==> src/rtl/core/masked_image_gradient_unit_defines.svh <==
// Assertion helpers shared by the gradient unit.
`ifndef MASKED_IMAGE_GRADIENT_UNIT_DEFINES_SVH
`define MASKED_IMAGE_GRADIENT_UNIT_DEFINES_SVH

// Same-cycle implication, disabled during reset.
`define MIG_ASSERT_IMP(label, clk, rst_n, ante, cons) \
    label: assert property (@(posedge clk) disable iff (!rst_n) (ante) |-> (cons)) \
        else $error("mig: same-cycle check failed");

// Next-cycle implication, disabled during reset.
`define MIG_ASSERT_NXT(label, clk, rst_n, ante, cons) \
    label: assert property (@(posedge clk) disable iff (!rst_n) (ante) |=> (cons)) \
        else $error("mig: next-cycle check failed");

`endif

==> src/rtl/core/mig_pkg.sv <==
`timescale 1ns / 1ps

package mig_pkg;

    localparam int MAX_WIDTH  = 1024;
    localparam int PIXEL_BITS = 16;
    localparam int CHANNELS   = 3;
    localparam int MAX_ROWS   = 1024;

    localparam int COL_W     = $clog2(MAX_WIDTH);
    localparam int ROW_W     = $clog2(MAX_ROWS);
    localparam int CFG_W     = 11;
    localparam int CFG_IDX_W = 1;
    localparam int CMP_W0    = (COL_W + 1 > CFG_W) ? COL_W + 1 : CFG_W;
    localparam int CMP_W     = (ROW_W + 1 > CMP_W0) ? ROW_W + 1 : CMP_W0;

    localparam int IN_CH_W   = 16;
    localparam int IN_CH_N   = 3;
    localparam int IN_USE    = (CHANNELS < IN_CH_N) ? CHANNELS : IN_CH_N;
    localparam int IN_EXT_W  = (PIXEL_BITS > IN_CH_W) ? PIXEL_BITS : IN_CH_W;
    localparam int IN_DATA_W = IN_CH_N * IN_CH_W;

    localparam int OUT_CH     = 3;
    localparam int GCH        = (CHANNELS < OUT_CH) ? CHANNELS : OUT_CH;
    localparam int POS_OUT_W  = 10;
    localparam int GRAD_W     = PIXEL_BITS + 2;
    localparam int GOUT_W     = 18;
    localparam int OUT_DATA_W = 2 * POS_OUT_W + 2 * OUT_CH * GOUT_W;
    localparam int EMITS      = 3;

    localparam int PIX_W = 1 + CHANNELS * PIXEL_BITS;

    localparam logic [CFG_W-1:0] CFG_WIDTH_RST  = CFG_W'(MAX_WIDTH);
    localparam logic [CFG_W-1:0] CFG_HEIGHT_RST = CFG_W'(MAX_ROWS);

    typedef enum logic [CFG_IDX_W-1:0] {
        CFG_WIDTH  = 1'b0,
        CFG_HEIGHT = 1'b1
    } t_cfg_reg;

    typedef logic [COL_W-1:0]            t_col;
    typedef logic [ROW_W-1:0]            t_row;
    typedef logic [CMP_W-1:0]            t_cmp;
    typedef logic [PIXEL_BITS-1:0]       t_chan;
    typedef logic [IN_EXT_W-1:0]         t_inext;
    typedef logic signed [GOUT_W-1:0]    t_gout;
    typedef logic [POS_OUT_W-1:0]        t_pout;

    typedef struct packed {
        logic                        mask;
        logic [CHANNELS-1:0][PIXEL_BITS-1:0] ch;
    } t_pix;

    // Position of one step and the neighbor conditions that follow from it.
    typedef struct packed {
        t_row row;
        t_col col;
        logic has_left;
        logic has_left2;
        logic has_right;
        logic row_ge1;
        logic row_ge2;
        logic last_row;
        logic last_col;
    } t_pos;

    // Laid out as the output word: row in the lowest bits, gy[2] on top.
    typedef struct packed {
        t_gout [OUT_CH-1:0] gy;
        t_gout [OUT_CH-1:0] gx;
        t_pout              col;
        t_pout              row;
    } t_res;

    function automatic logic signed [GRAD_W-1:0] axis_grad(
        input logic [PIXEL_BITS-1:0] lo,
        input logic [PIXEL_BITS-1:0] mid,
        input logic [PIXEL_BITS-1:0] hi,
        input logic                  lo_ok,
        input logic                  hi_ok
    );
        logic signed [GRAD_W-1:0] sl;
        logic signed [GRAD_W-1:0] sm;
        logic signed [GRAD_W-1:0] sh;
        logic signed [GRAD_W-1:0] res;
        sl = GRAD_W'(signed'(lo));
        sm = GRAD_W'(signed'(mid));
        sh = GRAD_W'(signed'(hi));
        priority if (lo_ok && hi_ok) begin
            res = sh - sl;
        end else if (lo_ok) begin
            res = (sm - sl) <<< 1;
        end else if (hi_ok) begin
            res = (sh - sm) <<< 1;
        end else begin
            res = '0;
        end
        return res;
    endfunction

endpackage

==> src/rtl/core/mig_grad.sv <==
`timescale 1ns / 1ps

module mig_grad (
    input  mig_pkg::t_pix  i_mid,
    input  mig_pkg::t_pix  i_left,
    input  mig_pkg::t_pix  i_right,
    input  mig_pkg::t_pix  i_top,
    input  mig_pkg::t_pix  i_bottom,
    input  logic           i_left_ok,
    input  logic           i_right_ok,
    input  logic           i_top_ok,
    input  logic           i_bottom_ok,
    input  mig_pkg::t_pout i_row,
    input  mig_pkg::t_pout i_col,
    output mig_pkg::t_res  o_res
);

    logic lx;
    logic rx;
    logic ty;
    logic by;

    // A neighbor counts only when it lies in the frame and in the mask.
    assign lx = i_left_ok   && i_left.mask;
    assign rx = i_right_ok  && i_right.mask;
    assign ty = i_top_ok    && i_top.mask;
    assign by = i_bottom_ok && i_bottom.mask;

    always_comb begin
        o_res     = '0;
        o_res.row = i_row;
        o_res.col = i_col;
        for (int k = 0; k < mig_pkg::GCH; k++) begin
            o_res.gx[k] = mig_pkg::t_gout'(mig_pkg::axis_grad(
                i_left.ch[k], i_mid.ch[k], i_right.ch[k], lx, rx));
            o_res.gy[k] = mig_pkg::t_gout'(mig_pkg::axis_grad(
                i_top.ch[k], i_mid.ch[k], i_bottom.ch[k], ty, by));
        end
    end

endmodule

==> config.mk <==
export PLATFORM = sky130hd
export DESIGN_NAME = mig_grad
export DESIGN_NICKNAME = d
export VERILOG_FILES = /design/src/rtl/core/masked_image_gradient_unit_defines.svh /design/src/rtl/core/mig_pkg.sv /design/src/rtl/core/mig_grad.sv
export SDC_FILE = /design/constraint.sdc
export NUM_CORES = 1
export LEC_CHECK = 0
export BUFFER_PORTS_ARGS = -buffer_cell sky130_fd_sc_hd__buf_2
export CORE_MARGIN = 2
export CORE_UTILIZATION = 40
export DETAILED_ROUTE_END_ITERATION = 10
export PLACE_DENSITY_LB_ADDON = 0.05
export SLEW_MARGIN = 20
export SYNTH_ARGS = -nofsm -noshare
export SYNTH_HDL_FRONTEND = slang
export SYNTH_SLANG_ARGS = --single-unit
export TNS_END_PERCENT = 5
==> constraint.sdc <==
create_clock -name vclk -period 11.31
set_input_delay 2.262 -clock vclk [all_inputs]
set_output_delay 2.262 -clock vclk [all_outputs]
set_load 0.02 [all_outputs]
==> impl_metrics.yaml <==
logic_synthesis:
  synthCells: 2077
  ys_types: 79
  syn-num-nets: 2652
  netlist_area_um2: 14300
  avgSynthCellArea_um2: 6.88
  ys_warn_count: 0
  ys_seq_area_share_pct: 0
drt:
  first_pass_iters: 5
  drtIter0Drc: 759
  drc: 0
  vias_per_cell: 5.60
  wirelength_um: 51900
  postRouteAntennaNets: 0
  wl_per_cell_um: 18.2
  vias: 16000
worst_setup_path:
  crit_fanout: 3
  cp.arrival_ps: 5480
  cp_data_required_time_ps: 9050
  crit_type: "input pin to output pin"
  cp-start-kind: "input pin"
  setup.worst_path.end_class: "output pin"
final_layout:
  finalNonFillerCells: 2855
  drive_gt1_share_pct: 16.8
  clkbuf_count: 0
  n_sequential_cell: 0
  synthToLayoutAreaGrowth_pct: 15.3
  seq_area_um2: 0
  layout.nets: 2963
clock_network:
  cts-resized-gates: 0
  cts_setup_buffers: 0
  hold_buffers: 0
grt:
  grt_pass1_vias: 15300
  grt_overflow_total: 0
  antenna_found_initial: 11
  grt_usage_pct: 26.4
  grt_max_degree: 50
  grt_pass1_wl_um: 78200
floorplan:
  rows: 69
  ios: 397
  fp.dieArea_um2: 37300
  fp.dieW_um: 193
  fp.coreArea_um2: 35400
  start_util_pct: 40.4
  die_h_um: 193
power_and_ir_drop:
  power.density_nw_per_um2: 60.6
  p_leak_nw: 8.38
  ir_drop_uv: 25.0
timing:
  rsz0062_at_grt: "false"
  slew_violations: 0
  fmax_ghz: 0.129
  tns_ps: 0
  fin_crit_sh_pct: 68.4
  tightest_slew_ps: 1050
  hold_violations: 0
  setup_viol: 0
  slew_headroom_pct: 29.8
  fin_crit_ps: 7740
hold_path:
  min_to: "o_res[0]"
  min_from: "i_row[0]"
  hold_depth: 0
  holdCritPathClass: "input pin to output pin"
place:
  dp_cells: 2847
  numPortBuffers: 356
  hpwl_um: 43900
  place.gp.congestion: 0.911
status:
  status: "complete, no violations"
flow_run:
  drv_cap: 0
how the worst max path moves through the flow:
stage | start | end | slack, ps | cells past startpoint
final | i_mid[16] | o_res[55] | 3570 | 13
after global routing | i_mid[16] | o_res[55] | 3460 | 13
after CTS | i_mid[16] | o_res[55] | 3590 | 13
after detailed placement | i_mid[16] | o_res[55] | 3600 | 13
after global placement | i_mid[16] | o_res[55] | 3630 | 13
after floorplan | i_right[16] | o_res[53] | 4360 | 12
synthesized netlist by cell type (6+ instances only):
| library cell | n | share of area [%] |
|---|---|---|
| nor2b_1 | 50 | 2.2 |
| nor2_1 | 181 | 4.8 |
| a21o_1 | 39 | 2.0 |
| nor3_1 | 45 | 1.6 |
| buf_4 | 20 | 1.1 |
| clkbuf_1 | 34 | 0.89 |
| xnor2_1 | 123 | 7.5 |
| xor2_1 | 67 | 4.1 |
| fa_1 | 18 | 2.5 |
| buf_1 | 7 | 0.18 |
| o21ai_1 | 18 | 0.63 |
| o211ai_1 | 25 | 1.3 |
| or3_1 | 28 | 1.2 |
| o21ai_0 | 148 | 5.2 |
| a41oi_1 | 9 | 0.55 |
| a211oi_1 | 20 | 1.1 |
| o41ai_1 | 10 | 0.61 |
| and3_1 | 15 | 0.66 |
| ha_1 | 288 | 25 |
| a31oi_1 | 36 | 1.6 |
| a21oi_1 | 151 | 5.3 |
| nand2_1 | 148 | 3.9 |
| o221ai_1 | 7 | 0.43 |
| o21a_1 | 46 | 2.4 |
| a22oi_1 | 9 | 0.47 |
| a21boi_1 | 7 | 0.37 |
| o21bai_1 | 9 | 0.47 |
| nand3_1 | 55 | 1.9 |
| and2_1 | 10 | 0.44 |
| inv_1 | 188 | 4.9 |
| o31ai_1 | 13 | 0.68 |
| mux2i_1 | 10 | 0.70 |
| o22ai_1 | 41 | 1.8 |
| o32ai_1 | 7 | 0.43 |
| nand2b_1 | 70 | 3.1 |
| o31a_1 | 6 | 0.37 |
| nand3b_1 | 13 | 0.68 |
report_power, final:
| group | leakage, nW | internal (mW) | switching (mW) |
|---|---|---|---|
| registers | 0 | 0 | 0 |
| logic | 8.38 | 0.419 | 0.579 |
| clock network | 0.0000507 | 0.0000000947 | 0 |
layer usage:
layer / wire length, um / track usage, % / part of all wire (%)
met3: 2790 / 2.99 / 5.4
met1: 22500 / 32.4 / 43
met2: 25400 / 49.0 / 49
met4: 1130 / 6.00 / 2.2
met5: 56 / 0 / 0.11
placed cells by master, fill, tap and decap left out, types with 45 or more instances in the layout:
cell | netlist | routed
o21ai_0 | 148 | 148
o21a_1 | 46 | 46
ha_1 | 288 | 288
xnor2_1 | 123 | 123
nor2b_1 | 50 | 50
buf_2 | 0 | 356
a21oi_1 | 151 | 151
nand3_1 | 55 | 55
xor2_1 | 67 | 67
nor3_1 | 45 | 45
nand2b_1 | 70 | 70
inv_1 | 188 | 188
nor2_1 | 181 | 180
nand2_1 | 148 | 146
metrics by stage:
stage          cell area, um^2  util (%)  total power, mW  hold WS (ps)  setup WS, ps
4_1_cts                  16500      46.5            0.996          4520          3590
5_1_grt                  16500      46.5             1.11          4520          3460
2_1_floorplan            14300         -            0.730          4640          4360
6_report                 16500      46.6            0.999          4520          3570
3_3_place_gp             16500      46.5            0.979          4520          3630
3_5_place_dp             16500      46.5            0.990          4520          3600
worst max-delay path, cell delays in order:
cell	delay (ps)
buf_2	120
ha_1	220
fa_1	380
nor2b_1	170
o21a_1	170
o21ai_0	180
a2111oi_0	670
o22a_1	330
nand4_1	140
a31oi_1	180
o21ai_0	80
or3_1	390
buf_2	170
kinds of logic (layout without fill, tap and decap cells):
| kind of cell | Yosys count | count (layout) | share of synthesized area, % |
|---|---|---|---|
| compound gates | 677 | 677 | 30.9 |
| xor+xnor | 190 | 190 | 11.6 |
| fa+ha+maj | 306 | 306 | 27.7 |
| buf+inv | 250 | 559 | 7.09 |
| mux | 10 | 10 | 0.700 |
| other cells | 0 | 8 | 0 |
| simple gates | 644 | 644 | 21.9 |
layout make-up:
class,count,area (um^2)
Tap cell,461,577
Inverter,189,709
Antenna cell,8,20.0
Fill cell,3852,18900
Multi-Input combinational cell,1827,13300
Timing Repair Buffer,370,1890
(Power assumes the default switching activity.)
