--- src/rtl/core/masked_image_gradient_unit_defines.svh ---
// Assertion helpers shared by the gradient unit.
`ifndef MASKED_IMAGE_GRADIENT_UNIT_DEFINES_SVH
`define MASKED_IMAGE_GRADIENT_UNIT_DEFINES_SVH

// Same-cycle implication, disabled during reset.
`define MIG_ASSERT_IMP(label, clk, rst_n, ante, cons) \
    label: assert property (@(posedge clk) disable iff (!rst_n) (ante) |-> (cons)) \
        else $error("mig: same-cycle check failed");

// Next-cycle implication, disabled during reset.
`define MIG_ASSERT_NXT(label, clk, rst_n, ante, cons) \
    label: assert property (@(posedge clk) disable iff (!rst_n) (ante) |=> (cons)) \
        else $error("mig: next-cycle check failed");

`endif

--- src/rtl/core/mig_pkg.sv ---
`timescale 1ns / 1ps

package mig_pkg;

    localparam int MAX_WIDTH  = 1024;
    localparam int PIXEL_BITS = 16;
    localparam int CHANNELS   = 3;
    localparam int MAX_ROWS   = 1024;

    localparam int COL_W     = $clog2(MAX_WIDTH);
    localparam int ROW_W     = $clog2(MAX_ROWS);
    localparam int CFG_W     = 11;
    localparam int CFG_IDX_W = 1;
    localparam int CMP_W0    = (COL_W + 1 > CFG_W) ? COL_W + 1 : CFG_W;
    localparam int CMP_W     = (ROW_W + 1 > CMP_W0) ? ROW_W + 1 : CMP_W0;

    localparam int IN_CH_W   = 16;
    localparam int IN_CH_N   = 3;
    localparam int IN_USE    = (CHANNELS < IN_CH_N) ? CHANNELS : IN_CH_N;
    localparam int IN_EXT_W  = (PIXEL_BITS > IN_CH_W) ? PIXEL_BITS : IN_CH_W;
    localparam int IN_DATA_W = IN_CH_N * IN_CH_W;

    localparam int OUT_CH     = 3;
    localparam int GCH        = (CHANNELS < OUT_CH) ? CHANNELS : OUT_CH;
    localparam int POS_OUT_W  = 10;
    localparam int GRAD_W     = PIXEL_BITS + 2;
    localparam int GOUT_W     = 18;
    localparam int OUT_DATA_W = 2 * POS_OUT_W + 2 * OUT_CH * GOUT_W;
    localparam int EMITS      = 3;

    localparam int PIX_W = 1 + CHANNELS * PIXEL_BITS;

    localparam logic [CFG_W-1:0] CFG_WIDTH_RST  = CFG_W'(MAX_WIDTH);
    localparam logic [CFG_W-1:0] CFG_HEIGHT_RST = CFG_W'(MAX_ROWS);

    typedef enum logic [CFG_IDX_W-1:0] {
        CFG_WIDTH  = 1'b0,
        CFG_HEIGHT = 1'b1
    } t_cfg_reg;

    typedef logic [COL_W-1:0]            t_col;
    typedef logic [ROW_W-1:0]            t_row;
    typedef logic [CMP_W-1:0]            t_cmp;
    typedef logic [PIXEL_BITS-1:0]       t_chan;
    typedef logic [IN_EXT_W-1:0]         t_inext;
    typedef logic signed [GOUT_W-1:0]    t_gout;
    typedef logic [POS_OUT_W-1:0]        t_pout;

    typedef struct packed {
        logic                        mask;
        logic [CHANNELS-1:0][PIXEL_BITS-1:0] ch;
    } t_pix;

    // Position of one step and the neighbor conditions that follow from it.
    typedef struct packed {
        t_row row;
        t_col col;
        logic has_left;
        logic has_left2;
        logic has_right;
        logic row_ge1;
        logic row_ge2;
        logic last_row;
        logic last_col;
    } t_pos;

    // Laid out as the output word: row in the lowest bits, gy[2] on top.
    typedef struct packed {
        t_gout [OUT_CH-1:0] gy;
        t_gout [OUT_CH-1:0] gx;
        t_pout              col;
        t_pout              row;
    } t_res;

    function automatic logic signed [GRAD_W-1:0] axis_grad(
        input logic [PIXEL_BITS-1:0] lo,
        input logic [PIXEL_BITS-1:0] mid,
        input logic [PIXEL_BITS-1:0] hi,
        input logic                  lo_ok,
        input logic                  hi_ok
    );
        logic signed [GRAD_W-1:0] sl;
        logic signed [GRAD_W-1:0] sm;
        logic signed [GRAD_W-1:0] sh;
        logic signed [GRAD_W-1:0] res;
        sl = GRAD_W'(signed'(lo));
        sm = GRAD_W'(signed'(mid));
        sh = GRAD_W'(signed'(hi));
        priority if (lo_ok && hi_ok) begin
            res = sh - sl;
        end else if (lo_ok) begin
            res = (sm - sl) <<< 1;
        end else if (hi_ok) begin
            res = (sh - sm) <<< 1;
        end else begin
            res = '0;
        end
        return res;
    endfunction

endpackage

--- src/rtl/core/mig_pos.sv ---
`timescale 1ns / 1ps

module mig_pos (
    input  logic                           i_clk,
    input  logic                           i_rst_n,
    input  logic                           i_cfg_we,
    input  logic [mig_pkg::CFG_IDX_W-1:0]  i_cfg_idx,
    input  logic [mig_pkg::CFG_W-1:0]      i_cfg_data,
    input  logic                           i_step,
    output mig_pkg::t_pos                  o_pos
);

    logic [mig_pkg::CFG_W-1:0] r_width;
    logic [mig_pkg::CFG_W-1:0] r_height;
    mig_pkg::t_col r_col;
    mig_pkg::t_col n_col;
    mig_pkg::t_row r_row;
    mig_pkg::t_row n_row;
    mig_pkg::t_cmp eff_w;
    mig_pkg::t_cmp eff_h;
    mig_pkg::t_cmp cw;
    mig_pkg::t_cmp chh;
    mig_pkg::t_cmp col0;
    mig_pkg::t_cmp row1;
    mig_pkg::t_cmp col_c;
    mig_pkg::t_cmp row_c;
    mig_pkg::t_cmp col_nx;
    mig_pkg::t_cmp row_nx;
    logic          col_wrap;

    always_ff @(posedge i_clk) begin
        if (!i_rst_n) begin
            r_width  <= mig_pkg::CFG_WIDTH_RST;
            r_height <= mig_pkg::CFG_HEIGHT_RST;
        end else if (i_cfg_we) begin
            unique case (mig_pkg::t_cfg_reg'(i_cfg_idx))
                mig_pkg::CFG_WIDTH:  r_width  <= i_cfg_data;
                mig_pkg::CFG_HEIGHT: r_height <= i_cfg_data;
            endcase
        end
    end

    always_ff @(posedge i_clk) begin
        if (!i_rst_n) begin
            r_col <= '0;
            r_row <= '0;
        end else if (i_step) begin
            r_col <= n_col;
            r_row <= n_row;
        end
    end

    always_comb begin
        cw    = mig_pkg::t_cmp'(r_width);
        chh   = mig_pkg::t_cmp'(r_height);
        eff_w = (cw == '0) ? mig_pkg::t_cmp'(1) :
                (cw > mig_pkg::t_cmp'(mig_pkg::MAX_WIDTH)) ?
                mig_pkg::t_cmp'(mig_pkg::MAX_WIDTH) : cw;
        eff_h = (chh == '0) ? mig_pkg::t_cmp'(1) :
                (chh > mig_pkg::t_cmp'(mig_pkg::MAX_ROWS)) ?
                mig_pkg::t_cmp'(mig_pkg::MAX_ROWS) : chh;

        // Wrap a position left out of range by a narrowed frame.
        col0     = mig_pkg::t_cmp'(r_col);
        col_wrap = (col0 >= eff_w);
        col_c    = col_wrap ? '0 : col0;
        row1     = mig_pkg::t_cmp'(r_row) + mig_pkg::t_cmp'(col_wrap);
        row_c    = (row1 >= eff_h) ? '0 : row1;

        col_nx = col_c + mig_pkg::t_cmp'(1);
        row_nx = row_c + mig_pkg::t_cmp'(1);
        if (col_nx >= eff_w) begin
            n_col = '0;
            n_row = (row_nx >= eff_h) ? '0 : mig_pkg::t_row'(row_nx);
        end else begin
            n_col = mig_pkg::t_col'(col_nx);
            n_row = mig_pkg::t_row'(row_c);
        end

        o_pos.row       = mig_pkg::t_row'(row_c);
        o_pos.col       = mig_pkg::t_col'(col_c);
        o_pos.has_left  = (col_c != '0);
        o_pos.has_left2 = (col_c >= mig_pkg::t_cmp'(2));
        o_pos.has_right = (col_nx < eff_w);
        o_pos.row_ge1   = (row_c != '0);
        o_pos.row_ge2   = (row_c >= mig_pkg::t_cmp'(2));
        o_pos.last_row  = (row_nx == eff_h);
        o_pos.last_col  = (col_nx == eff_w);
    end

endmodule

--- config.mk ---
export PLATFORM = sky130hd
export DESIGN_NAME = mig_pos
export DESIGN_NICKNAME = d
export VERILOG_FILES = /design/src/rtl/core/masked_image_gradient_unit_defines.svh /design/src/rtl/core/mig_pkg.sv /design/src/rtl/core/mig_pos.sv
export SDC_FILE = /design/constraint.sdc
export NUM_CORES = 1
export LEC_CHECK = 0
export BUFFER_PORTS_ARGS = -buffer_cell sky130_fd_sc_hd__buf_2
export CAP_MARGIN = 20
export CORE_MARGIN = 2
export CORE_UTILIZATION = 35
export CTS_CLUSTER_DIAMETER = 120
export CTS_CLUSTER_SIZE = 28
export DETAILED_ROUTE_END_ITERATION = 7
export PLACE_DENSITY_LB_ADDON = 0.08
export SETUP_SLACK_MARGIN = 0.3
export SLEW_MARGIN = 5
export SYNTH_ARGS = -nofsm -noshare
export SYNTH_HDL_FRONTEND = slang
export SYNTH_SLANG_ARGS = --single-unit
--- constraint.sdc ---
create_clock -name i_clk -period 8.4 [get_ports i_clk]
set_clock_uncertainty 0.15 [all_clocks]
set_input_delay 1.26 -clock i_clk [delete_from_list [all_inputs] [get_ports i_clk]]
set_output_delay 1.26 -clock i_clk [all_outputs]
set_load 0.02 [all_outputs]
==> impl_metrics.yaml <==
cts:
  clkSinkCount: 42
  cts_tree: "done"
  clk_pin_slew_ns: 0.08
  cts_hold_buf: 0
  cts_buffers: 5
  cts-root-buf: "clkbuf_8"
  clockBufferDepth: 2
  clk_latency_ns: 0.30
  cts_max_level: 2
global_routing:
  grt_util_all_layers: 0.210
  grt_overflow: 0
  grt_pass1_wl_mm: 19.5
  antenna_found_initial: 0
  first_global_vias: 3745
  grt_max_degree: 32
place:
  port_buffers: 42
  gp_congestion: 0.855
  dp_hpwl_mm: 9.02
  dpl_cell_area_mm2: 0.00418
setup_path:
  slowest_delay_ns: 0.34
  r2r_slack_ns: 1.43
  worstSetupStartpointType: "flop"
  crit_slowest_cell: "dfxtp_1"
  worstRegToRegCells: 35
  path_class: "reg2out"
  r2r-end: "r_row[7]"
  critPathArrivalTime_ns: 6.12
  critPathTopFamily: "compound AO/OA/AOI/OAI gates"
  path_buf_inv: 4
  crit_path_end_kind: "primary output"
  r2r_start: "cw[6]"
  critPathRequiredTime_ns: 6.99
  cp_max_fo: 12
cells_and_area:
  drive_gt1_frac: 0.156
  area_growth_syn_to_layout_pct: 14.3
  n_antenna_cell: 0
  regArea_um2: 841
  fillerInstances: 1149
  multi_input_area_mm2: 0.00291
  final_area_mm2: 0.00440
  final_common_cell: "nand2_1"
  layout_common_cells: "nand2_1, ha_1, buf_2, dfxtp_1, a21oi_1"
  finalNetCount: 618
min_path:
  holdCritPathClass: "reg2reg"
  hold_path_end: "cw[4]"
  hold_start: "cw[4]"
  min_path_cells: 2
sta:
  period_minus_slack_ns: 7.53
  slew_viol_final: 0
  setup_tns_ns: 0
  period_share: 0.897
  hold_violations: 0
  relSlewSlack: 0.473
  tightestPinTransition_ns: 0.789
  rsz0062_at_grt: "false"
  fmax_mhz: 133
  finalSetupViolCount: 0
detailed_routing:
  wire_per_inst_um: 17.3
  vias: 3904
  viasPerCell: 5.64
  drtIter0Drc: 253
  final_antenna_net_count: 0
  drc_errors: 0
  routed_wl_mm: 12.0
  first_pass_iters: 5
floorplan:
  coreArea_mm2: 0.0108
  die_h_um: 109
  die_width_um: 109
  die_area_mm2: 0.0119
  initial_core_util: 0.357
  io_pins: 43
  rows: 38
synthesis:
  synth_edf_count: 0
  ys_warn_count: 0
  ys_async_sr_fraction: 0
  synth_ff_type: "dfxtp_1"
  netlist_area_mm2: 0.00385
  ys_seq_area_frac: 0.218
  syn_nets: 591
  synth_cell_types: 51
  yosys_register_bits: 42
  synthCells: 524
  synth.avg_cell_area_um2: 7.35
outcome:
  status: "finished clean"
pwr:
  power_density_mw_per_mm2: 116
  p_leak_nw: 1.88
  ir_worst_vdd_mv: 0.0645
flow_run:
  drv_cap: 0
-- where the power goes --
group          internal (mW)  leakage, nW  switching (mW)
Sequential             0.206        0.342         0.00837
Combinational         0.0445         1.49          0.0838
Clock                 0.0892       0.0524          0.0772
Total                  0.340         1.88           0.169
-- how the worst max path moves through the flow --
stage            from       end  slack (ns)  cells past startpoint
2_1_floorplan  cw[10]  o_pos[1]        0.33                     35
3_3_place_gp   cw[10]  o_pos[1]        0.66                     30
3_5_place_dp   cw[10]  o_pos[1]        0.46                     30
4_1_cts         cw[6]  o_pos[1]        0.35                     32
5_1_grt         cw[6]  o_pos[1]        0.29                     32
6_report        cw[6]  o_pos[1]        0.87                     32
-- layout make-up --
type                       count  share of cell area
timing repair buffer          51              0.0634
multi-input combinational    428               0.661
sequential                    42               0.191
tap                          140              0.0398
clock inverter                 1             0.00682
clock buffer                   7              0.0173
inverter                      23              0.0205
-- synth_stat cells (all sizes together), types with 12 or more instances --
library cell	instances	area share
a21oi	41	0.053
clkbuf	24	0.023
inv	23	0.022
nand2	93	0.091
nor2	38	0.038
nand3	20	0.026
o21ai	16	0.021
ha	51	0.17
o211ai	12	0.023
dfxtp	42	0.22
xnor2	13	0.030
nand4	16	0.026
-- state kept, by name (all words and copies together), names as in the netlist --
name,flops
r_row,10
chh,11
cw,11
r_col,10
-- worst register-to-register path, delay by kind of cell (launching register included) --
kind,cells,cell delay [ns]
AOI/OAI and AO/OA,15,2.55
and+or+nand+nor,9,1.62
adders and majority gates,6,1.41
xor gates and xnor gates,2,0.43
buffers and inverters,3,0.38
DFF,1,0.34
-- layer usage --
metal,track usage,wire length (µm)
met1,0.300,5890
met2,0.338,5370
met3,0.0317,611
met4,0.0357,93
met5,0,0
-- metrics by stage --
| stage | setup slack (ns) | cells | hold WS (ns) | utilization | power, mW |
|---|---|---|---|---|---|
| detailed placement | 0.464 | 682 | 0.317 | 0.387 | 0.342 |
| global placement | 0.660 | 682 | 0.313 | 0.387 | 0.340 |
| floorplan | 0.334 | 524 | 0.299 | - | 0.299 |
| global route | 0.285 | 692 | 0.347 | 0.408 | 0.538 |
| finish | 0.867 | 692 | 0.323 | 0.408 | 0.509 |
| CTS | 0.350 | 690 | 0.328 | 0.399 | 0.507 |
-- kinds of logic after synthesis --
family	after synthesis	share of synthesized area
AOI/OAI and AO/OA	125	0.214
xor gates and xnor gates	20	0.0503
adders and majority gates	51	0.166
buffers and inverters	54	0.0552
DFF	42	0.218
muxes	1	0.00292
and+or+nand+nor	231	0.294
-- timing repair --
item,4_1_cts,5_1_grt
pin swaps,0,1
endpoints found under the setup margin,1,8
resized for setup,3,14
setup buffers,0,1
cloned,0,1
(Power assumes the default switching activity.)
