File: src/rtl/core/masked_image_gradient_unit_defines.svh
// Assertion helpers shared by the gradient unit.
`ifndef MASKED_IMAGE_GRADIENT_UNIT_DEFINES_SVH
`define MASKED_IMAGE_GRADIENT_UNIT_DEFINES_SVH

// Same-cycle implication, disabled during reset.
`define MIG_ASSERT_IMP(label, clk, rst_n, ante, cons) \
    label: assert property (@(posedge clk) disable iff (!rst_n) (ante) |-> (cons)) \
        else $error("mig: same-cycle check failed");

// Next-cycle implication, disabled during reset.
`define MIG_ASSERT_NXT(label, clk, rst_n, ante, cons) \
    label: assert property (@(posedge clk) disable iff (!rst_n) (ante) |=> (cons)) \
        else $error("mig: next-cycle check failed");

`endif

File: src/rtl/core/mig_pkg.sv
`timescale 1ns / 1ps

package mig_pkg;

    localparam int MAX_WIDTH  = 1024;
    localparam int PIXEL_BITS = 16;
    localparam int CHANNELS   = 3;
    localparam int MAX_ROWS   = 1024;

    localparam int COL_W     = $clog2(MAX_WIDTH);
    localparam int ROW_W     = $clog2(MAX_ROWS);
    localparam int CFG_W     = 11;
    localparam int CFG_IDX_W = 1;
    localparam int CMP_W0    = (COL_W + 1 > CFG_W) ? COL_W + 1 : CFG_W;
    localparam int CMP_W     = (ROW_W + 1 > CMP_W0) ? ROW_W + 1 : CMP_W0;

    localparam int IN_CH_W   = 16;
    localparam int IN_CH_N   = 3;
    localparam int IN_USE    = (CHANNELS < IN_CH_N) ? CHANNELS : IN_CH_N;
    localparam int IN_EXT_W  = (PIXEL_BITS > IN_CH_W) ? PIXEL_BITS : IN_CH_W;
    localparam int IN_DATA_W = IN_CH_N * IN_CH_W;

    localparam int OUT_CH     = 3;
    localparam int GCH        = (CHANNELS < OUT_CH) ? CHANNELS : OUT_CH;
    localparam int POS_OUT_W  = 10;
    localparam int GRAD_W     = PIXEL_BITS + 2;
    localparam int GOUT_W     = 18;
    localparam int OUT_DATA_W = 2 * POS_OUT_W + 2 * OUT_CH * GOUT_W;
    localparam int EMITS      = 3;

    localparam int PIX_W = 1 + CHANNELS * PIXEL_BITS;

    localparam logic [CFG_W-1:0] CFG_WIDTH_RST  = CFG_W'(MAX_WIDTH);
    localparam logic [CFG_W-1:0] CFG_HEIGHT_RST = CFG_W'(MAX_ROWS);

    typedef enum logic [CFG_IDX_W-1:0] {
        CFG_WIDTH  = 1'b0,
        CFG_HEIGHT = 1'b1
    } t_cfg_reg;

    typedef logic [COL_W-1:0]            t_col;
    typedef logic [ROW_W-1:0]            t_row;
    typedef logic [CMP_W-1:0]            t_cmp;
    typedef logic [PIXEL_BITS-1:0]       t_chan;
    typedef logic [IN_EXT_W-1:0]         t_inext;
    typedef logic signed [GOUT_W-1:0]    t_gout;
    typedef logic [POS_OUT_W-1:0]        t_pout;

    typedef struct packed {
        logic                        mask;
        logic [CHANNELS-1:0][PIXEL_BITS-1:0] ch;
    } t_pix;

    // Position of one step and the neighbor conditions that follow from it.
    typedef struct packed {
        t_row row;
        t_col col;
        logic has_left;
        logic has_left2;
        logic has_right;
        logic row_ge1;
        logic row_ge2;
        logic last_row;
        logic last_col;
    } t_pos;

    // Laid out as the output word: row in the lowest bits, gy[2] on top.
    typedef struct packed {
        t_gout [OUT_CH-1:0] gy;
        t_gout [OUT_CH-1:0] gx;
        t_pout              col;
        t_pout              row;
    } t_res;

    function automatic logic signed [GRAD_W-1:0] axis_grad(
        input logic [PIXEL_BITS-1:0] lo,
        input logic [PIXEL_BITS-1:0] mid,
        input logic [PIXEL_BITS-1:0] hi,
        input logic                  lo_ok,
        input logic                  hi_ok
    );
        logic signed [GRAD_W-1:0] sl;
        logic signed [GRAD_W-1:0] sm;
        logic signed [GRAD_W-1:0] sh;
        logic signed [GRAD_W-1:0] res;
        sl = GRAD_W'(signed'(lo));
        sm = GRAD_W'(signed'(mid));
        sh = GRAD_W'(signed'(hi));
        priority if (lo_ok && hi_ok) begin
            res = sh - sl;
        end else if (lo_ok) begin
            res = (sm - sl) <<< 1;
        end else if (hi_ok) begin
            res = (sh - sm) <<< 1;
        end else begin
            res = '0;
        end
        return res;
    endfunction

endpackage

File: src/rtl/core/mig_out.sv
`timescale 1ns / 1ps

module mig_out (
    input  logic                                  i_clk,
    input  logic                                  i_rst_n,
    input  logic                                  i_load,
    input  logic [mig_pkg::EMITS-1:0]             i_valid,
    input  mig_pkg::t_res [mig_pkg::EMITS-1:0]    i_res,
    output logic                                  o_free,
    output logic                                  o_tvalid,
    input  logic                                  i_tready,
    output logic [mig_pkg::OUT_DATA_W-1:0]        o_tdata,
    output logic                                  o_tlast
);

    logic [mig_pkg::EMITS-1:0]          r_v;
    mig_pkg::t_res [mig_pkg::EMITS-1:0] r_res;
    logic [mig_pkg::EMITS-1:0]          sel_oh;
    logic [mig_pkg::EMITS-1:0]          rest;
    mig_pkg::t_res                      sel;
    logic                               fire;

    // Present the lowest pending result; results of one pixel leave in raster order.
    always_comb begin
        sel_oh = r_v & (~r_v + mig_pkg::EMITS'(1));
        rest   = r_v & ~sel_oh;
        sel    = '0;
        for (int i = 0; i < mig_pkg::EMITS; i++) begin
            if (sel_oh[i]) begin
                sel = sel | r_res[i];
            end
        end
    end

    assign o_tvalid = (r_v != '0);
    assign fire     = o_tvalid && i_tready;
    assign o_tlast  = (rest == '0);
    assign o_tdata  = {sel.gy, sel.gx, sel.col, sel.row};
    assign o_free   = (r_v == '0) || (fire && (rest == '0));

    always_ff @(posedge i_clk) begin
        if (!i_rst_n) begin
            r_v <= '0;
        end else if (i_load) begin
            r_v <= i_valid;
        end else if (fire) begin
            r_v <= rest;
        end
    end

    always_ff @(posedge i_clk) begin
        if (i_load) begin
            r_res <= i_res;
        end
    end

endmodule

File: config.mk
export PLATFORM = sky130hd
export DESIGN_NAME = mig_out
export DESIGN_NICKNAME = d
export VERILOG_FILES = /design/src/rtl/core/masked_image_gradient_unit_defines.svh /design/src/rtl/core/mig_pkg.sv /design/src/rtl/core/mig_out.sv
export SDC_FILE = /design/constraint.sdc
export NUM_CORES = 1
export LEC_CHECK = 0
export BUFFER_PORTS_ARGS = -buffer_cell sky130_fd_sc_hd__clkbuf_2
export CAP_MARGIN = 20
export CORE_AREA = 2 2 204 206
export DETAILED_ROUTE_END_ITERATION = 7
export DIE_AREA = 0 0 206 208
export PLACE_DENSITY_LB_ADDON = 0.2
export SETUP_SLACK_MARGIN = 0.15
export SYNTH_ARGS = -nofsm -noshare
export SYNTH_HDL_FRONTEND = slang
export SYNTH_SLANG_ARGS = --single-unit
File: constraint.sdc
create_clock -name i_clk -period 1.8 [get_ports i_clk]
set_input_delay 0 -clock i_clk [delete_from_list [all_inputs] [get_ports i_clk]]
set_output_delay 0 -clock i_clk [all_outputs]
set_load 0.02 [all_outputs]
==> results.py, run 1 <==
metrics = {
    "place": {
        "place_area_sq_mm": 0.0174,
        "port_buffers": 521,
        "place_hpwl_mm": 26.9,
        "gp_congestion": 0.810,
    },
    "global_route": {
        "grt_max_degree": 68,
        "antenna_found_initial": 5,
        "track_usage_pct": 21.7,
        "grt_pass1_vias": 12249,
        "grt_pass1_wl_mm": 69.4,
        "grt-ovfl-total": 0,
    },
    "sta": {
        "setup_violations": 123,
        "hold_viol": 0,
        "maxSlewHeadroom_pct": 72.8,
        "worst_slack_ps": -171,
        "skew_ps": 0.778,
        "rsz0062_at_grt": "yes",
        "fin_crit_sh_pct": 109,
        "timing.final.max_slew_violations": 0,
        "period_minus_slack_ps": 1970,
        "holdWs_ps": 164,
        "worst-slew-pin-transition_ps": 408,
        "max_freq_mhz": 507,
    },
    "clock_tree": {
        "htreeDepth": 2,
        "root_buffer": "clkbuf_16",
        "clk_pin_slew_worst_paths_ps": 60,
        "cts_num_sinks": 387,
        "clkLatencyLatePin_ps": 540,
        "cts_tree": "yes",
        "cts-buffers-inserted": 42,
        "clk_path_buf_depth": 3,
    },
    "synth": {
        "syn-cell-area_sq_mm": 0.0141,
        "ys_seq_area_share_pct": 81.9,
        "synth_seq_cells": 387,
        "synthCells": 847,
        "synth_largest_area_cell": "edfxtp_1",
        "syn_nets": 1238,
        "synth_top_area_share_pct": 81.5,
        "avgSynthCellArea_sq_um": 16.7,
        "yosys-top-cells-area": "edfxtp_1, a22oi_1, o21ai_1, nand2_1, buf_6",
        "ys_warn_count": 0,
        "ys_types": 24,
    },
    "route": {
        "drt_first_pass_iters": 4,
        "via_per_inst": 4.81,
        "drtIter0Drc": 820,
        "vias": 11453,
        "drc": 0,
        "wl_per_cell_um": 20.8,
        "antenna_left": 0,
        "routed_wl_mm": 49.6,
    },
    "finish": {
        "stdcell_area_sq_mm": 0.0245,
        "drive_above_1_share_pct": 41.4,
        "final_common_cell": "dlygate4sd3_1",
        "area_delta_synth_final_pct": 73.2,
        "final_cell_mix": "dlygate4sd3_1, clkbuf_2, edfxtp_1",
        "nets": 2204,
    },
    "floorplanning": {
        "fp.dieH_um": 208,
        "initial_core_util_pct": 34.9,
        "die_w_um": 206,
        "io_pins": 522,
        "rows": 74,
        "die_area_sq_mm": 0.0428,
        "coreArea_sq_mm": 0.0406,
    },
    "run": {
        "maxCapViolations": 0,
    },
    "power": {
        "ir_drop_uv": 876,
        "p_int_mw": 16.9,
        "power_density_mw_per_mm2": 899,
        "p_switching_mw": 5.12,
        "p_sw_share_pct": 23.2,
        "leakagePower_nw": 9.56,
        "power.share.clock_pct": 35.8,
        "p_comb_share_pct": 14.4,
        "finalPower_mw": 22.0,
        "p_seq_share_pct": 49.9,
    },
    "worst_setup_path": {
        "cp.arrival_ps": 1970,
        "crit_type": "reg -> out",
        "crit_path_end_kind": "output port",
        "required_ps": 1800,
        "crit_fanout": 9,
        "worstRegToRegCells": 5,
        "startpoint_type": "flip-flop",
    },
    "worst_hold_path": {
        "min_path_cells": 2,
        "holdCritPathClass": "in -> reg",
    },
    "run_status": {
        "violations": "negative setup slack",
        "status": "finished, violations left",
    },
}
[critical path, cell delays in order (launching register included)]
cell,delay [ps]
dfxtp_4,360
nor2b_4,180
buf_12,190
buf_16,170
buf_12,110
a22oi_2,50
o21ai_1,170
buf_4,180
[registers in the layout (all words and copies together), names as in the netlist]
| register | count |
|---|---|
| r_res | 384 |
| r_v | 3 |
[cell type report]
type                    count  area, sq um
inverters                   2         7.51
diodes                      6         15.0
flip-flops and latches    387        11600
clock inverters            16          106
repair buffers            980         8230
well taps                 532          666
multi-input cells         400         2750
clock buffers              56         1120
fillers                  2978        16100
[synthesized netlist by cell type (all sizes together)]
cell and count:
dfxtp 3, buf 35, or3b 1, inv 2, nand2 130, nor2b 2, clkbuf 23, or3 1
nor3b 1, a22oi 128, o21a 1, a21oi 2, nand3 1, a21boi 2, o21ai 129, o211ai 1
maj3 1, edfxtp 384
[through the flow]
stage          setup TNS [ps]  instances  util [%]  setup slack, ps
2_1_floorplan               0        847         -              447
3_3_place_gp                0       1865      42.9              288
3_5_place_dp                0       1865      42.9              259
4_1_cts                -14710       2364      58.6             -171
5_1_grt                -19330       2378      60.4             -236
6_report                -7840       2379      60.4             -171
[cells by family (layout without fill, tap and decap cells)]
group                    count (synthesis)  count (layout)  share of synthesized area (%)
buffers and inverters                   60            1054                           2.56
AND/OR/NAND/NOR                        136             136                           3.79
AO/OA/AOI/OAI                          263             263                           11.6
flip-flops                             387             387                           81.9
adder cells (fa/ha/maj)                  1               1                         0.0708
other                                    0               6                              0
[path summary, 6_finish.rpt]
check / slack [ps] / start / end
worst max-delay path: -170 / r_v[1] / o_tdata[107]
worst min-delay path: 160 / i_res[248] / r_res[248]
worst max register to register: 470 / r_v[1] / r_v[2]
worst min register to register: 620 / r_v[2] / r_v[2]
[power by group through the flow]
| stage | Sequential [mW] | Combinational (mW) | Clock (mW) |
|---|---|---|---|
| 6_report | 11.0 | 3.17 | 7.88 |
| 3_3_place_gp | 11.1 | 1.80 | 0 |
| 2_1_floorplan | 11.0 | 0.800 | 0 |
| 3_5_place_dp | 11.1 | 1.82 | 0 |
| 5_1_grt | 11.0 | 3.36 | 8.40 |
| 4_1_cts | 10.9 | 2.91 | 8.05 |
[timing repair]
item | in CTS | in global routing
hold buffers | 390 | 0
resized for setup | 164 | 269
endpoints found under the hold margin | 406 | 0
pin swaps | 25 | 59
setup endpoints to repair | 131 | 131
buffers inserted | 21 | 3
gates cloned | 16 | 6
[routing by layer]
metal | wire, um | global-route usage (%)
met1 | 17600 | 23.6
met2 | 26000 | 39.3
met3 | 3910 | 5.81
met4 | 2060 | 8.99
met5 | 0 | 0
Power figures use the tool's default switching activity.
==> run 2, diff against run 1 <==
--- a/config.mk
+++ b/config.mk
@@ -7,10 +7,11 @@
 export LEC_CHECK = 0
 export BUFFER_PORTS_ARGS = -buffer_cell sky130_fd_sc_hd__clkbuf_2
 export CAP_MARGIN = 20
-export CORE_AREA = 2 2 204 206
+export CORE_AREA = 2 2 203 205
 export DETAILED_ROUTE_END_ITERATION = 7
-export DIE_AREA = 0 0 206 208
+export DIE_AREA = 0 0 205 207
 export PLACE_DENSITY_LB_ADDON = 0.2
+export RECOVER_POWER = 50
 export SETUP_SLACK_MARGIN = 0.15
 export SYNTH_ARGS = -nofsm -noshare
 export SYNTH_HDL_FRONTEND = slang
==> results.py, run 2 (same netlist as run 1, synthesis figures left out) <==
metrics = {
    "run_status": {
        "status": "finished, violations left",
        "violations": "negative setup slack",
    },
    "finish": {
        "utilization_pct": 60.3,
        "drive_above_1_share_pct": 38.6,
        "final_cell_count_no_fill": 2386,
        "largest_reg_flops": 384,
        "stdcell_area_sq_mm": 0.0244,
        "final_cell_mix": "dlygate4sd3_1, edfxtp_1, clkbuf_2",
        "area_delta_synth_final_pct": 72.2,
        "multiInputGateArea_sq_mm": 0.00264,
        "final_common_cell": "dlygate4sd3_1",
        "largest_registers": "r_res x384, r_v x3",
        "fillers": 3036,
        "regArea_sq_mm": 0.0116,
        "largest-register": "r_res",
        "nets": 2209,
    },
    "sta": {
        "period_minus_slack_ps": 1980,
        "worst_slack_ps": -183,
        "rsz0062_at_grt": "yes",
        "skew_ps": 2.29,
        "worst-slew-pin-transition_ps": 1370,
        "fin_crit_sh_pct": 110,
        "timing.final.max_slew_violations": 0,
        "hold_viol": 0,
        "holdWs_ps": 153,
        "maxSlewHeadroom_pct": 8.99,
        "max_freq_mhz": 504,
        "setup_violations": 174,
    },
    "floorplanning": {
        "rows": 74,
        "initial_core_util_pct": 35.0,
        "coreArea_sq_mm": 0.0404,
        "die_w_um": 205,
        "die_area_sq_mm": 0.0424,
        "io_pins": 522,
        "fp.dieH_um": 207,
    },
    "worst_setup_path": {
        "startpoint_type": "flip-flop",
        "cp.arrival_ps": 1980,
        "required_ps": 1800,
        "max_stage_delay_ps": 360,
        "crit_path_end_kind": "output port",
        "cp_slowest_cell": "dfxtp_4",
        "crit_fanout": 8,
        "crit_type": "reg -> out",
        "path_cells": "nor2b_4 -> buf_12 -> buf_16 -> buf_12 -> a22oi_2 -> o21ai_1 -> buf_4",
        "critPathMostFrequentCell": "buf_12",
    },
    "clock_tree": {
        "clk_pin_slew_worst_paths_ps": 60,
        "htreeDepth": 2,
        "cts_num_sinks": 387,
        "clk_path_buf_depth": 3,
        "cts_tree": "yes",
        "clkLatencyLatePin_ps": 550,
        "cts-buffers-inserted": 43,
        "root_buffer": "clkbuf_16",
    },
    "global_route": {
        "track_usage_pct": 22.3,
        "antenna_found_initial": 4,
        "grt_pass1_vias": 12666,
        "grt-ovfl-total": 0,
        "grt_max_degree": 77,
        "grt_pass1_wl_mm": 71.4,
    },
    "place": {
        "place_hpwl_mm": 27.7,
        "dp.cells": 1877,
        "gp_congestion": 0.831,
        "place_area_sq_mm": 0.0175,
        "port_buffers": 521,
    },
    "route": {
        "routed_wl_mm": 50.6,
        "drt_first_pass_iters": 5,
        "wl_per_cell_um": 21.2,
        "vias": 11510,
        "antenna_left": 0,
        "drtIter0Drc": 899,
        "via_per_inst": 4.82,
        "drc": 0,
    },
    "power": {
        "leakagePower_nw": 9.47,
        "ir_drop_uv": 915,
        "power_density_mw_per_mm2": 923,
    },
    "worst_hold_path": {
        "holdCritPathClass": "in -> reg",
    },
    "run": {
        "maxCapViolations": 0,
    },
}
==> run 2: stage by stage <==
step                TNS (ps)  power, mW  setup WS [ps]
finish                -10350       22.5           -183
global route          -36140       23.2           -234
CTS                   -15420       22.3           -205
detailed placement         0       13.0            197
global placement           0       12.9            259
floorplan                  0       11.8            447
==> run 2: worst paths after layout <==
path / from / end / slack, ps / depth (start not counted)
max reg2reg: r_v[1] / r_v[2] / 530 / 5
max: r_v[1] / o_tdata[19] / -180 / 7
min: i_res[110] / r_res[110] / 150 / 2
min reg2reg: r_v[2] / r_v[2] / 610 / 3
==> run 2: power breakdown <==
group	switching (mW)	internal [mW]
sequential	0.276	10.7
clock	3.51	4.87
combinational	1.47	1.63
total	5.26	17.2
==> run 2: final cells by class <==
type,instances,share of cell area (%)
Clock buffer,59,4.84
Multi-Input combinational cell,400,10.8
Antenna cell,3,0.0308
Clock inverter,19,0.616
Inverter,2,0.0308
Tap cell,532,2.73
Timing Repair Buffer,984,33.3
Sequential cell,387,47.6
==> run 2: what timing repair did <==
item	in CTS	in global routing
hold buffers	390	0
endpoints found under the hold margin	412	0
pin swaps	10	117
gates resized for setup	148	234
setup buffers	18	1
gates cloned	10	9
endpoints found under the setup margin	131	131
==> run 2: routing by layer <==
layer  share of wire (%)  routed length [um]  global-route usage, %
met1                  36               18400                   25.4
met5               0.022                  11                      0
met4                 3.9                1960                   10.7
met2                  52               26300                   39.2
met3                 7.6                3850                   5.41
==> run 2: worst max-delay path, delay by kind of cell, from the launching register on <==
family	cells	cell delay, ps
flops	1	360
simple gates	1	150
compound gates	2	270
buf+inv	4	640
